**src/sv/cdsd_pkg.sv**
```systemverilog
package cdsd_pkg;

	// Width of one packed BCD time field.
	localparam int FieldW = 8;

	// Number of time fields carried by one tick.
	localparam int NumFields = 6;

	// Width of a field index (pair or LED select).
	localparam int SelW = 3;

	// Width of the scan place as seen in the decode.
	localparam int PlaceXW = 4;

	// Number of enable lines on the display.
	localparam int EnableW = 5;

	// Left field shown when the right field is the last one.
	localparam logic [FieldW-1:0] LEFT_PAD = 8'h20;

	// Segment pattern of a blank digit.
	localparam logic [7:0] SEG_BLANK = 8'hFF;

	// Select value that picks the last field as the right field.
	localparam logic [SelW-1:0] SEL_LAST = 3'd5;

	typedef logic [FieldW-1:0] field_t;
	typedef logic [NumFields*FieldW-1:0] fields_t;

	// Active-low seven-segment patterns for the digits zero to nine.
	function automatic logic [7:0] seg_decode(input logic [3:0] digit);
		logic [7:0] seg;
		unique case (digit)
			4'd0: seg = 8'h40;
			4'd1: seg = 8'h79;
			4'd2: seg = 8'h24;
			4'd3: seg = 8'h30;
			4'd4: seg = 8'h19;
			4'd5: seg = 8'h12;
			4'd6: seg = 8'h02;
			4'd7: seg = 8'h78;
			4'd8: seg = 8'h00;
			4'd9: seg = 8'h10;
			default: seg = SEG_BLANK;
		endcase
		return seg;
	endfunction

	// Field by index; an index past the last field reads as zero.
	function automatic field_t pick_field(input fields_t fields, input logic [PlaceXW-1:0] idx);
		field_t f;
		if (idx < 4'(NumFields)) begin
			f = fields[idx*FieldW +: FieldW];
		end else begin
			f = '0;
		end
		return f;
	endfunction

endpackage

```
**src/sv/clock_display_scan_driver.sv**
```systemverilog
// Multiplexed clock display scan driver. Each input transfer is one scan tick: it carries
// the six packed BCD time fields and the two selects, and yields one output transfer with
// the segment byte (active low) and the active-low one-hot place enable for the current
// scan place, after which the place advances through NUM_DIGITS + 1 places and wraps.
// The digit places show the tens and units of the left and right fields of the chosen
// pair; the last place drives the LED bank with the inverted binary value of the LED
// field. One tick is accepted every cycle while the output is not stalled, and its result
// passes from the input register through the decode into the result register; a stalled
// output holds the result while one more tick waits in the input register.
module clock_display_scan_driver #(
	parameter int NUM_DIGITS = 4
) (
	input  logic        clk,
	input  logic        arst_n,
	input  logic        s_tvalid,
	output logic        s_tready,
	// sec_bcd[7:0], min_bcd[15:8], hour_bcd[23:16], month_bcd[31:24],
	// day_bcd[39:32], year_bcd[47:40]
	input  logic [47:0] s_tdata,
	// pair_select[2:0], led_select[5:3]
	input  logic [5:0]  s_tuser,
	output logic        m_tvalid,
	input  logic        m_tready,
	// segment_bits[7:0], place_enable[12:8], zero fill[15:13]
	output logic [15:0] m_tdata,
	// place_index[2:0]
	output logic [2:0]  m_tuser
);

	localparam int PW = $clog2(NUM_DIGITS + 1);
	localparam logic [PW-1:0] PLACE_LAST = PW'(NUM_DIGITS);

	// Input register.
	logic                  valid_s1;
	cdsd_pkg::fields_t     fields_s1;
	logic [cdsd_pkg::SelW-1:0] psel_s1;
	logic [cdsd_pkg::SelW-1:0] lsel_s1;

	// Result register.
	logic                  valid_s2;
	logic [7:0]            seg_s2;
	logic [cdsd_pkg::EnableW-1:0] en_s2;
	logic [2:0]            index_s2;

	// Scan place.
	logic [PW-1:0]         place_q;

	logic                  load_s2;
	logic                  load_s1;

	// The result register takes a tick when it is empty or its result leaves now.
	assign load_s2  = !valid_s2 || m_tready;
	assign load_s1  = !valid_s1 || load_s2;
	assign s_tready = load_s1;

	// Input stage.
	always_ff @(posedge clk or negedge arst_n) begin
		if (!arst_n) begin
			valid_s1 <= 1'b0;
		end else if (load_s1) begin
			valid_s1 <= s_tvalid;
		end
	end

	always_ff @(posedge clk) begin
		if (load_s1 && s_tvalid) begin
			fields_s1 <= s_tdata;
			psel_s1   <= s_tuser[2:0];
			lsel_s1   <= s_tuser[5:3];
		end
	end

	// Decode of the current place.
	logic [cdsd_pkg::PlaceXW-1:0] place_x;
	logic [cdsd_pkg::PlaceXW-1:0] psel_x;
	cdsd_pkg::field_t             left_f;
	cdsd_pkg::field_t             right_f;
	cdsd_pkg::field_t             byte_f;
	cdsd_pkg::field_t             led_f;
	logic [3:0]                   digit;
	logic [7:0]                   led_val;
	logic [7:0]                   seg_d;
	logic [cdsd_pkg::EnableW-1:0] en_d;

	always_comb begin
		place_x = cdsd_pkg::PlaceXW'(place_q);
		psel_x  = cdsd_pkg::PlaceXW'(psel_s1);
		left_f  = (psel_s1 == cdsd_pkg::SEL_LAST) ? cdsd_pkg::LEFT_PAD :
			cdsd_pkg::pick_field(fields_s1, psel_x + 4'd1);
		right_f = cdsd_pkg::pick_field(fields_s1, psel_x);

		// Places zero and one take the left field, two and three the right one.
		unique case (place_x[3:1])
			3'd0:    byte_f = left_f;
			3'd1:    byte_f = right_f;
			default: byte_f = '0;
		endcase
		digit = place_x[0] ? byte_f[3:0] : {1'b0, byte_f[6:4]};

		// LED bank: binary value of the BCD field, tens masked to three bits.
		led_f   = cdsd_pkg::pick_field(fields_s1, cdsd_pkg::PlaceXW'(lsel_s1));
		led_val = 8'(led_f[3:0]) + 8'(led_f[6:4]) * 8'd10;

		if (place_q < PLACE_LAST) begin
			seg_d = cdsd_pkg::seg_decode(digit);
		end else begin
			seg_d = ~led_val;
		end

		for (int i = 0; i < cdsd_pkg::EnableW; i++) begin
			en_d[i] = (place_x != cdsd_pkg::PlaceXW'(i));
		end
	end

	// Result stage and scan advance.
	always_ff @(posedge clk or negedge arst_n) begin
		if (!arst_n) begin
			valid_s2 <= 1'b0;
			place_q  <= '0;
		end else if (load_s2) begin
			valid_s2 <= valid_s1;
			if (valid_s1) begin
				place_q <= (place_q == PLACE_LAST) ? '0 : place_q + 1'b1;
			end
		end
	end

	always_ff @(posedge clk) begin
		if (load_s2 && valid_s1) begin
			seg_s2   <= seg_d;
			en_s2    <= en_d;
			index_s2 <= place_x[2:0];
		end
	end

	assign m_tvalid = valid_s2;
	assign m_tdata  = {3'b000, en_s2, seg_s2};
	assign m_tuser  = index_s2;

	// The scan place never leaves its range.
	a_place_range: assert property (@(posedge clk) disable iff (!arst_n)
		place_q <= PLACE_LAST)
		else $error("scan place out of range");

	// At most one place is enabled in a result.
	a_enable_onehot: assert property (@(posedge clk) disable iff (!arst_n)
		valid_s2 |-> $onehot0(~en_s2))
		else $error("more than one place enabled");

	// A tick moving into the result register advances the scan place by one, with wrap.
	a_place_step: assert property (@(posedge clk) disable iff (!arst_n)
		(load_s2 && valid_s1) |=>
		(($past(place_q) == PLACE_LAST) ? (place_q == '0) : (place_q == $past(place_q) + 1'b1)))
		else $error("scan place did not advance");

	// The LED bank enable goes with the LED place index.
	a_led_place: assert property (@(posedge clk) disable iff (!arst_n)
		(valid_s2 && !en_s2[4]) |-> (index_s2 == 3'd4))
		else $error("LED enable does not match place index");

endmodule
```
**config.mk**
```make
export PLATFORM = sky130hd
export DESIGN_NAME = clock_display_scan_driver
export DESIGN_NICKNAME = d
export VERILOG_FILES = /design/src/sv/cdsd_pkg.sv /design/src/sv/clock_display_scan_driver.sv
export SDC_FILE = /design/constraint.sdc
export NUM_CORES = 1
export LEC_CHECK = 0
export ABC_AREA = 1
export ABC_CLOCK_PERIOD_IN_PS = 4100
export BUFFER_PORTS_ARGS = -buffer_cell sky130_fd_sc_hd__clkbuf_2
export CAP_MARGIN = 15
export CORE_MARGIN = 4
export CORE_UTILIZATION = 47
export DETAILED_ROUTE_END_ITERATION = 10
export MAX_ROUTING_LAYER = met4
export PLACE_DENSITY = 0.72
export SYNTH_ARGS = -nofsm -noshare
export SYNTH_HDL_FRONTEND = slang
export SYNTH_SLANG_ARGS = --single-unit
```
**constraint.sdc**
```tcl
create_clock -name clk -period 4.1 [get_ports clk]
set_clock_uncertainty 0.15 [all_clocks]
set_input_delay 0.82 -clock clk [delete_from_list [all_inputs] [get_ports clk]]
set_output_delay 0.82 -clock clk [all_outputs]
set_load 0.05 [all_outputs]
```
==> results.yml <==
setup_path:
  critPathKind: "flip-flop to flip-flop"
  critPathBufInv: 1
  cp.depth: 14
  cp_slowest_cell: "edfxtp_1"
  crit_top_cell: "nand2_1"
  cp.arrival_ps: 3290
  endpoint_kind: "flip-flop"
  reg2reg_depth: 14
  required_ps: 4060
  crit_chain: "clkinv_1, nand2_1, o211ai_1, o21ai_0, ha_1, ha_1, a21oi_1, nand2_1, nand2_1, nor2_1, o21ai_0, a21oi_1, a21oi_1, nand2_1"
  start_kind: "flip-flop"
  max_stage_delay_ps: 550
  crit_fanout: 11
  cpLargestDelayFamily: "compound AO/OA/AOI/OAI gates"
  r2r_slack_ps: 770
die:
  initial_core_util_pct: 49.04
  die_height_um: 101.3
  die_w_um: 101.3
  rows: 33
  core_area_um2: 8341
  dieArea_um2: 10260
  ios: 79
cts:
  hold_buffers: 0
  cts.sinks: 69
  root_buffer: "clkbuf_8"
  clk_latency_ps: 350
  cts_resized: 0
  cts_tree: "done"
  path_clk_slew_ps: 80
  post_cts_buffers: 0
  htreeDepth: 3
  cts_buffer_depth: 2
  cts_buffers: 9
drt:
  drtPass1Iterations: 5
  final_antenna_net_count: 0
  wl_um: 8782
  drt_iter0_drc: 257
  vias: 3407
  post_drt_wl_per_cell_um: 13.51
  via_per_inst: 5.242
  drcViolationCount: 0
synthesis:
  synth_compound_area_share_pct: 10.16
  synth_ff_type: "edfxtp_1"
  synth_top_family_by_area: "simple AND/OR/NAND/NOR gates"
  ys_types: 30
  netlist_area_um2: 4090
  async_flop_share_pct: 7.246
  synth.mux.area_fraction_pct: 0
  synth_edf_count: 64
  synthAdderAreaFrac_pct: 5.996
  yosysSeqAreaShare_pct: 50.05
  ys_warn_count: 0
  syn_area_per_cell_um2: 8.611
  ys_seq_elements: 69
  syn-instance-count: 475
  yosys.area_share.xor_xnor_pct: 0
  synth_simple_gate_area_share_pct: 24.93
cells_and_area:
  drive_gt1_share_pct: 19.82
  antennaDiodeCount: 0
  fillCellCount: 765
  area_delta_synth_final_pct: 13.74
  register_area_um2: 2047
  layout.nets: 617
  final_util_pct: 55.78
  multi_input_area_um2: 1692
grt:
  gr-usage-all-layers_pct: 18.36
  grt_pass1_wl_um: 14400
  antenna_found_initial: 0
  overflow: 0
  grt_max_degree: 42
  grt_pass1_vias: 3161
sta:
  slew_headroom_pct: 30.86
  period_minus_slack_ps: 3332
  tightestPinTransition_ps: 1037
  rsz0062_at_grt: "no"
  hold_viol_final: 0
  finalCritPeriodShare_pct: 81.26
  tns_ps: 0
  slew_violations: 0
  finalSetupViolations: 0
  fmax_mhz: 300.1
power_and_ir_drop:
  p_leak_nw: 2.160
  powerDensity_nw_per_um2: 549.1
  vdd_drop_max_uv: 218.2
place:
  gp_congestion: 0.9518
  place.port_buffers: 69
  dp_hpwl_um: 6431
hold_path:
  hold_path.class: "primary input to asynchronous set/reset pin"
flow_run:
  cap_viol_max_count: 0
outcome:
  run_status: "finished clean"
-- cells in the final DEF, fill, tap and decap left out, types with 3 or more instances in the layout --
master	count
nor2_2	4
inv_2	4
nor2_1	21
buf_4	5
nand3_2	3
a21oi_1	22
clkbuf_8	9
clkinv_1	3
nand2_2	3
nand3b_1	4
nand3_1	52
conb_1	3
ha_1	18
dfrtp_1	5
o21ai_0	40
clkbuf_2	69
nand2_4	3
edfxtp_1	64
o211ai_1	7
inv_1	45
nand2_1	143
-- per-layer routing --
| metal | track usage [%] | wire length, µm | vias to the layer above |
|---|---|---|---|
| li1 | - | - | 1715 |
| met1 | 22.85 | 3805 | 1553 |
| met2 | 29.33 | 4289 | 127 |
| met3 | 4.752 | 572 | 12 |
| met4 | 5.828 | 114 | 0 |
| met5 | - | 0 | - |
-- where the power goes --
group	internal (W)	switching (W)	total (W)
combinational	0.000301	0.000690	0.000991
sequential	0.000931	0.0000933	0.00102
clock	0.000280	0.000260	0.000539
total	0.00151	0.00104	0.00255
-- kinds of logic (layout without fill, tap and decap cells) --
kind of cell	Yosys count	in the layout
simple gates	234	234
compound gates	76	76
buf+inv	76	144
other cells	1	3
fa+ha+maj	19	19
flops	69	69
-- final cells by class --
cell class | count | share of cell area, %
Clock buffer | 10 | 2.743
Clock inverter | 6 | 1.372
Inverter | 54 | 4.465
Tap cell | 105 | 2.824
Multi-Input combinational cell | 332 | 36.36
Timing Repair Buffer | 74 | 8.230
Sequential cell | 69 | 44.00
-- stage by stage --
step / setup WS, ps / hold slack, ps / instances / area (µm²) / power [W]
floorplan: 1189 / 310.9 / 477 / 4098 / 0.001809
global placement: 948.1 / 324.1 / 634 / 4461 / 0.001999
detailed placement: 852.7 / 340.7 / 634 / 4461 / 0.002028
CTS: 818.9 / 113.5 / 650 / 4652 / 0.002565
global route: 473.0 / 109.2 / 650 / 4652 / 0.002738
finish: 768.2 / 120.1 / 650 / 4652 / 0.002554
-- registers in the layout (all words and copies together) (netlist names) --
signal and flops:
m_tvalid 1, m_tuser 3, en_s2 5, seg_s2 8
psel_s1 3, fields_s1 42, place_q 3, lsel_s1 3
valid_s1 1
-- Yosys cell counts, types with 5 or more instances --
library cell | instances | area, µm²
a21oi_1 | 22 | 110.1
buf_4 | 9 | 67.56
clkbuf_1 | 5 | 18.77
dfrtp_1 | 5 | 125.1
edfxtp_1 | 64 | 1922
ha_1 | 18 | 225.2
inv_1 | 46 | 172.7
nand2_1 | 143 | 536.8
nand3_1 | 52 | 260.3
nor2_1 | 21 | 78.83
o211ai_1 | 7 | 52.55
o21ai_0 | 40 | 200.2
-- path summary, 6_finish.rpt --
path,startpoint,end
setup / recovery,lsel_s1[0],seg_s2[6]
hold / removal,arst_n,valid_s1
setup reg to reg,lsel_s1[0],seg_s2[6]
hold reg to reg,valid_s1,m_tvalid
max in group asynchronous,arst_n,place_q[2]
min in group clk,valid_s1,m_tvalid
(Power assumes the default switching activity.)
